$ cat config.mk
export PLATFORM = sky130hd
export DESIGN_NAME = fpc_back
export DESIGN_NICKNAME = d
export VERILOG_FILES = /design/src/rtl/floor_point_classify_project_unit_defines.svh /design/src/rtl/fpc_pkg.sv /design/src/rtl/fpc_back.sv
export SDC_FILE = /design/constraint.sdc
export NUM_CORES = 1
export LEC_CHECK = 0
export ABC_AREA = 1
export BUFFER_PORTS_ARGS = -buffer_cell sky130_fd_sc_hd__buf_2
export CAP_MARGIN = 25
export CORE_MARGIN = 5
export CORE_UTILIZATION = 40
export CTS_CLUSTER_SIZE = 30
export DETAILED_ROUTE_END_ITERATION = 7
export PLACE_DENSITY = 0.61
export SYNTH_ARGS = -nofsm -noshare
export SYNTH_HDL_FRONTEND = slang
export SYNTH_SLANG_ARGS = --single-unit
$ cat constraint.sdc
create_clock -name clock -period 4.5 [get_ports clock]
set_clock_uncertainty 0.2 [all_clocks]
set_input_delay 1.35 -clock clock [delete_from_list [all_inputs] [get_ports clock]]
set_output_delay 1.35 -clock clock [all_outputs]
set_load 0.05 [all_outputs]
$ cat src/rtl/floor_point_classify_project_unit_defines.svh
// Assertion macros shared by the floor point classifier RTL.
`ifndef FLOOR_POINT_CLASSIFY_PROJECT_UNIT_DEFINES_SVH
`define FLOOR_POINT_CLASSIFY_PROJECT_UNIT_DEFINES_SVH

// same-cycle implication, disabled in reset
`define FPC_ASSERT_NOW(lbl, ante, cons) \
   lbl: assert property (@(posedge clock) disable iff (reset) (ante) |-> (cons)) \
      else $error("floor classifier check failed");

// next-cycle implication, disabled in reset
`define FPC_ASSERT_NEXT(lbl, ante, cons) \
   lbl: assert property (@(posedge clock) disable iff (reset) (ante) |=> (cons)) \
      else $error("floor classifier check failed");

`endif

$ cat src/rtl/fpc_pkg.sv
// Shared types, constants and helpers of the floor point classifier.
package fpc_pkg;

   localparam int COORD_BITS_DEF = 16;
   localparam int FRAC_BITS_DEF  = 14;
   localparam int CFG_W          = 16;
   localparam int LIFT_W         = 10;
   localparam int CSR_IDX_W      = 3;
   localparam int LIFT_PROD_W    = CFG_W + LIFT_W + 1;

   typedef enum logic [CSR_IDX_W-1:0] {
      REG_NORMAL_X  = 3'd0,
      REG_NORMAL_Y  = 3'd1,
      REG_NORMAL_Z  = 3'd2,
      REG_OFFSET    = 3'd3,
      REG_THRESHOLD = 3'd4,
      REG_LIFT      = 3'd5
   } csr_reg_type;

   typedef struct packed {
      logic signed [CFG_W-1:0] normal_x;
      logic signed [CFG_W-1:0] normal_y;
      logic signed [CFG_W-1:0] normal_z;
      logic signed [CFG_W-1:0] plane_offset;
      logic signed [CFG_W-1:0] floor_limit;
      logic [LIFT_W-1:0]       lift_mm;
   } cfg_type;

   localparam cfg_type CFG_RESET = '{
      normal_x:     16'sd0,
      normal_y:     16'sd0,
      normal_z:     16'sd16384,
      plane_offset: 16'sd0,
      floor_limit:  -16'sd50,
      lift_mm:      10'd110
   };

   function automatic int max_int(input int a, input int b);
      return (a > b) ? a : b;
   endfunction

endpackage

$ cat src/rtl/fpc_back.sv
// Back pipeline: quotient rounding and clamp, lift add, saturation and output register.
module fpc_back #(
   parameter int COORD_BITS       = fpc_pkg::COORD_BITS_DEF,
   parameter int NORMAL_FRAC_BITS = fpc_pkg::FRAC_BITS_DEF
) (
   input  logic                 clock,
   input  logic                 reset,
   input  logic                 en,
   input  logic                 in_valid,
   input  logic [COORD_BITS+NORMAL_FRAC_BITS+1:0] in_quo [3],
   input  logic                 in_floor,
   input  logic                 in_last,
   input  logic [2:0]           in_sat,
   input  logic [2:0]           in_neg,
   input  logic signed [26-NORMAL_FRAC_BITS:0] in_t2 [3],
   input  logic signed [COORD_BITS-1:0] in_p [3],
   output logic                 out_valid,
   output logic                 out_class,
   output logic                 out_last,
   output logic signed [COORD_BITS-1:0] out_c [3]
);
   localparam int P   = COORD_BITS;
   localparam int F   = NORMAL_FRAC_BITS;
   localparam int QB  = P + F + 2;
   localparam int LTW = 27 - F;
   localparam int TW  = P + 3;
   localparam int SW  = fpc_pkg::max_int(TW, LTW) + 1;
   localparam logic [QB-1:0] LIMIT = QB'(1) << (P + 1);
   localparam logic signed [SW-1:0] SAT_HI = {{(SW - P + 1){1'b0}}, {(P - 1){1'b1}}};
   localparam logic signed [SW-1:0] SAT_LO = ~SAT_HI;

   // stage 1: round, clamp and sign the ray term
   logic                  v1_ff, floor1_ff, last1_ff;
   logic signed [TW-1:0]  t1_ff [3], t1_in [3];
   logic signed [LTW-1:0] t2_ff [3];
   logic signed [P-1:0]   p1_ff [3];

   always_comb begin
      for (int i = 0; i < 3; i++) begin
         logic [QB:0]   inc;
         logic [QB-1:0] qr;
         logic [P+1:0]  tm;
         inc = {1'b0, in_quo[i]} + (QB + 1)'(1);
         qr  = inc[QB:1];
         tm  = (in_sat[i] || (qr > LIMIT)) ? LIMIT[P+1:0] : qr[P+1:0];
         t1_in[i] = in_neg[i] ? -$signed({1'b0, tm}) : $signed({1'b0, tm});
      end
   end

   always_ff @(posedge clock) begin
      if (reset) v1_ff <= 1'b0;
      else if (en) v1_ff <= in_valid;
   end
   always_ff @(posedge clock) begin
      if (en) begin
         t1_ff     <= t1_in;
         t2_ff     <= in_t2;
         p1_ff     <= in_p;
         floor1_ff <= in_floor;
         last1_ff  <= in_last;
      end
   end

   // stage 2: sum, saturate, select; output register
   logic                v2_ff, class2_ff, last2_ff;
   logic signed [P-1:0] c2_ff [3], c2_in [3];

   always_comb begin
      for (int i = 0; i < 3; i++) begin
         logic signed [SW-1:0] sum;
         logic signed [SW-1:0] clip;
         sum  = SW'(t1_ff[i]) + SW'(t2_ff[i]);
         clip = (sum > SAT_HI) ? SAT_HI : ((sum < SAT_LO) ? SAT_LO : sum);
         c2_in[i] = floor1_ff ? clip[P-1:0] : p1_ff[i];
      end
   end

   always_ff @(posedge clock) begin
      if (reset) v2_ff <= 1'b0;
      else if (en) v2_ff <= v1_ff;
   end
   always_ff @(posedge clock) begin
      if (en) begin
         c2_ff     <= c2_in;
         class2_ff <= floor1_ff;
         last2_ff  <= last1_ff;
      end
   end

   assign out_valid = v2_ff;
   assign out_class = class2_ff;
   assign out_last  = last2_ff;
   assign out_c     = c2_ff;

endmodule

### Word-level counts from Yosys, hierarchy flattened

Cells that the tools add are included.

| storage, ports and cells | value |
|---|---|
| bits in registers | 198 |
| bits in latches | 0 |
| memory bits (writable) | 0 |
| bits in read-only memories | 0 |
| logic and storage cells | 57 |
| memories kept | 0 |

| operators by class | value |
|---|---|
| add/subtract/negate cells | 9 |
| $mul | 0 |
| div/mod/pow operators | 0 |
| magnitude comparators | 9 |
| eq/ne operators | 0 |
| shifts and indexed selects | 0 |
| mux-type cells | 15 |
| bitwise gates (word level) | 0 |
| reductions and logical operators | 3 |

Operators with widths:

| cell | number |
|---|---|
| $mux W16 | 9 |
| $mux W18 | 6 |
| $add A32 B1 Y33 const B | 3 |
| $gt A32 B18 Y1 const B | 3 |
| $add A19 B13 Y20 | 3 |
| $gt A20 B16 Y1 const B | 3 |
| $lt A20 B16 Y1 const B | 3 |
| $neg A18 Y19 | 3 |
| $logic_or A1 B1 Y1 | 3 |

### Logic depth before layout (Yosys ltp)

| logic depth | value |
|---|---|
| word-level depth | 6 |
| depth in mapped cells | 24 |
| gate-level depth less buffers | 24 |

### Worst setup path after synthesis

Ideal clock, no wire load.

| timing | value |
|---|---|
| kind | input -> register |
| start point | input port in_quo[0] (netlist bit) |
| end point | register t1_ff[10] (netlist bit), data pin |
| setup time | 260 ps |
| data arrival time | 3566 ps |
| required time | 4040 ps |
| path slack | 475 ps |
| stages | 20 |
| path buffers | 1 |
| cell sequence | ha_1 > nand2_1 > nor2_4 > nand2_1 > nor2_1 > xnor2_1 > nand2_1 > nor2_1 > nand3_1 > nand2_1 > nand3_2 > buf_6 > nor2_1 > inv_1 > ha_1 > nand2_1 > nor2_1 > nand3_1 > nand2_1 > xor2_1 |

RTL lines:

| element | line | text |
|---|---|---|
| start: declaration | fpc_back.sv:10 | `input logic [COORD_BITS+NORMAL_FRAC_BITS+1:0] in_quo [3],` |
| end signal: assignment | fpc_back.sv:56 | `t1_ff <= t1_in;` |
| end: declaration | fpc_back.sv:34 | `logic signed [TW-1:0] t1_ff [3], t1_in [3];` |

==> summary.md <==
| Metric | Value |
|---|---|
| Vias in the first global route | `12.4k` |
| Commonest non-fill, non-tap cell in the layout | `nand2_1` |
| DIE AREA | `40,200 um2` |
| Routed WL | `39.3 mm` |
| Leak | `7.77 nW` |
| CTS clk-pin slew, worst paths | `80 ps` |
| HP Class | `reg2reg` |
| Worst slew pin tran | `740 ps` |
| RR Startpoint | `t2_ff[28]` |
| Post-Place Cell Area | `16,300 um2` |
| Initial Util | `40.7%` |
| Peak Freq | `255 MHz` |
| Global-route wire length before repair | `63.5 mm` |
| Top_reg_cell synth | `edfxtp_1` |
| Critical Path Source | `in_quo[64]` |
| DR top layer | `met4` |
| Area Overhead vs Synth | `16.7%` |
| Met2 wire len | `16.9 mm` |
| Met1 WL | `20.0 mm` |
| Ports | `246` |
| Nets | `2,424` |
| DR iter-0 viols | `830` |
| GRT Residual Overflow | `0` |
| Critical path capture point type | `flip-flop` |
| Fill cells | `3,539` |
| Max cap viols | `0` |
| Synth warnings | `0` |
| Final setup violation count | `0` |
| Post-Syn Nets | `2,168` |
| Register area share after synthesis | `40.8%` |
| CP Data Required Time | `4490 ps` |
| GPL Wtd Cong | `0.972` |
| All-Layer GR Usage | `19.0%` |
| Final hold vios | `0` |
| Core Region | `35,700 um2` |
| # clock sinks | `198` |
| CTS Hold Bufs | `0` |
| Cts bufs inserted | `17` |
| Cell breakdown of the critical path | `buf_2 -> ha_1 -> nand2_1 -> nor2_4 -> nand3_2 -> nor2_1 -> nand3_1 -> nand2_1 -> nand3_1 -> nor2_1 -> nand3_2 -> nor2_4 -> inv_1 -> nor2_1 -> inv_1 -> ha_1 -> nand2_1 -> nor2_2 -> nand2_1 -> nand2_1 -> xor2_1` |
| CP startpoint kind | `input port` |
| Asr flop ratio synth | `0%` |
| Setup tns final | `0 ps` |
| Pre-Repair DR Iteration Count | `7` |
| Crit Path Class | `in2reg` |
| Delay of the slowest critical-path stage | `230 ps` |
| Vias | `13.2k` |
| Post-Syn Area | `14,500 um2` |
| Final antenna-violating net count | `0` |
| Power consumption | `5.17 mW` |
| Outcome | `completed` |
| PostCTS Resize Cnt | `0` |
| Final Critical Period | `3930 ps` |
| Tcrit/Tclk final | `87.3%` |
| Final Non-Filler Cells | `2,637` |
| DR vias/cell | `5.01` |
| Die span in y | `200 um` |
| Worst R2R End | `out_c[42]` |
| Max Slew Vio Count | `0` |
| Yosys reg bits | `198` |
| Most Frequent Cell on Critical Path | `nand2_1` |
| Remaining DRCs | `0` |
| CTS tree | `yes` |
| Syn_area_per_cell | `7.61 um2` |
| I/O Buffers | `245` |
| Cells after Synth | `1,907` |
| H-tree depth | `4` |
| Hpwl dp | `32.3 mm` |
| Critical path destination | `t1_ff[44]` |
| EDFF count, synth | `196` |
| Synth unique cells | `48` |
| Layout cells sized above 1 | `16.8%` |
| Pwr Density | `306 nW/um2` |
| Rel. slew slack | `50.6%` |
| Average wire per standard cell | `14.9 um` |
| Post-Place Cells | `2,605` |
| Arrival time worst endpoint | `3920 ps` |
| FP Rows | `69` |
| Pin count of the biggest net entering global routing | `90` |
| Peak supply drop | `0.255 mV` |
| Finished layout cell area | `16,900 um2` |
| Met3 WL | `2.01 mm` |
| R2R cell count | `13` |
| Clk_lat worst skew | `440 ps` |
| RSZ-0062 raised after global routing | `false` |
| Clock buffer depth | `2` |
| Die Wd | `200 um` |
| Antenna violations before repair | `0` |
| Commonest non-fill, non-tap cells in the layout | `nand2_1 (578), nor2_1 (274), buf_2 (244)` |
| Antenna Cells | `0` |
| Root Driver | `clkbuf_16` |
| Slowest CP cell | `ha_1` |
| Setup bufs post-CTS | `0` |
| Critical path fanouts, max | `7` |
| FF-to-FF setup slack | `1110 ps` |
how the worst min path moves through the flow:
stage	from	endpoint	slack, ps	depth (start not counted)
4_1_cts	last1_ff	out_last	230	0
3_3_place_gp	last1_ff	out_last	200	0
3_5_place_dp	last1_ff	out_last	220	0
2_1_floorplan	last1_ff	out_last	200	0
6_report	last1_ff	out_last	220	0
5_1_grt	last1_ff	out_last	240	0
critical path: cells and delay by family:
kind	cells	cell delay, ps
AND/OR/NAND/NOR	15	1730
buffers and inverters	3	260
adder cells (fa/ha/maj)	2	410
XOR/XNOR	1	160
synth_stat cells (2+ instances only):
master    number  share of area [%]
nand2_1      578                 15
nor2_1       274                7.1
edfxtp_1     196                 41
inv_1        196                5.1
a21oi_1      110                3.8
nand3_1      105                3.6
ha_1          63                5.4
o21ai_0       57                2.0
xor2_1        49                3.0
xnor2_1       45                2.7
nand4_1       35                1.5
nor2_2        21               0.91
nand3b_1      19               0.98
nor2_4        14                1.1
nand2_2       13               0.56
o21ai_1       13               0.45
nor3_1        12               0.41
buf_2          8               0.28
clkbuf_1       8               0.21
a211oi_1       7               0.36
nand3_2        7               0.48
a31oi_1        6               0.26
nor3b_1        6               0.31
o21bai_1       6               0.31
buf_6          5               0.39
inv_2          5               0.13
o211ai_1       5               0.26
o41ai_1        5               0.30
a21o_1         4               0.21
buf_4          4               0.21
o31ai_1        4               0.21
fa_1           3               0.41
o21ai_2        3               0.18
and2_0         2              0.086
and2_1         2              0.086
dfxtp_1        2               0.28
nand2_4        2               0.16
nor4_1         2              0.086
or2_1          2              0.086
registers in the layout, summed over array words and instances (netlist names):
register   cells
v1_ff          1
out_class      1
p1_ff         48
out_last       1
out_c         48
last1_ff       1
t2_ff         39
t1_ff         57
out_valid      1
floor1_ff      1
per-layer routing:
| layer | vias to the layer above | global-route usage [%] |
|---|---|---|
| li1 | 6814 | - |
| met1 | 5960 | 28.9 |
| met2 | 400 | 28.8 |
| met3 | 26 | 2.73 |
| met4 | 0 | 3.98 |
| met5 | - | 0 |
layout make-up:
cell class / instances / area, um2 / share of cell area, %
Timing Repair Buffer: 263 / 1400 / 8.24
Inverter: 201 / 754 / 4.46
Sequential cell: 198 / 5930 / 35.0
Clock buffer: 17 / 425 / 2.51
Multi-Input combinational cell: 1482 / 7670 / 45.3
Tap cell: 461 / 577 / 3.41
Clock inverter: 15 / 180 / 1.06
logic make-up (layout without fill, tap and decap cells):
family                   count (synthesis)  in the layout  share of synthesized area [%]
XOR/XNOR                                95             95                           5.79
adder cells (fa/ha/maj)                 66             66                           5.85
flip-flops                             198            198                           40.8
multiplexers                             1              1                         0.0776
AO/OA/AOI/OAI                          224            224                           8.55
AND/OR/NAND/NOR                       1096           1096                           32.6
buffers and inverters                  227            496                           6.30
report_power, final:
group          internal [mW]  switching, mW  total, mW  leakage [nW]
Sequential              2.21         0.0575       2.27          1.91
Clock                  0.799          0.742       1.54         0.294
Combinational          0.429          0.934       1.36          5.57
metrics by stage:
stage                     setup slack [ps]  util, %  hold slack, ps
final                                  574     47.5             224
after global routing                   231     47.5             241
after CTS                              588     47.5             228
after detailed placement               104     45.8             220
after global placement                 149     45.8             204
after floorplan                        475        -             200
Power figures use the tool's default switching activity.
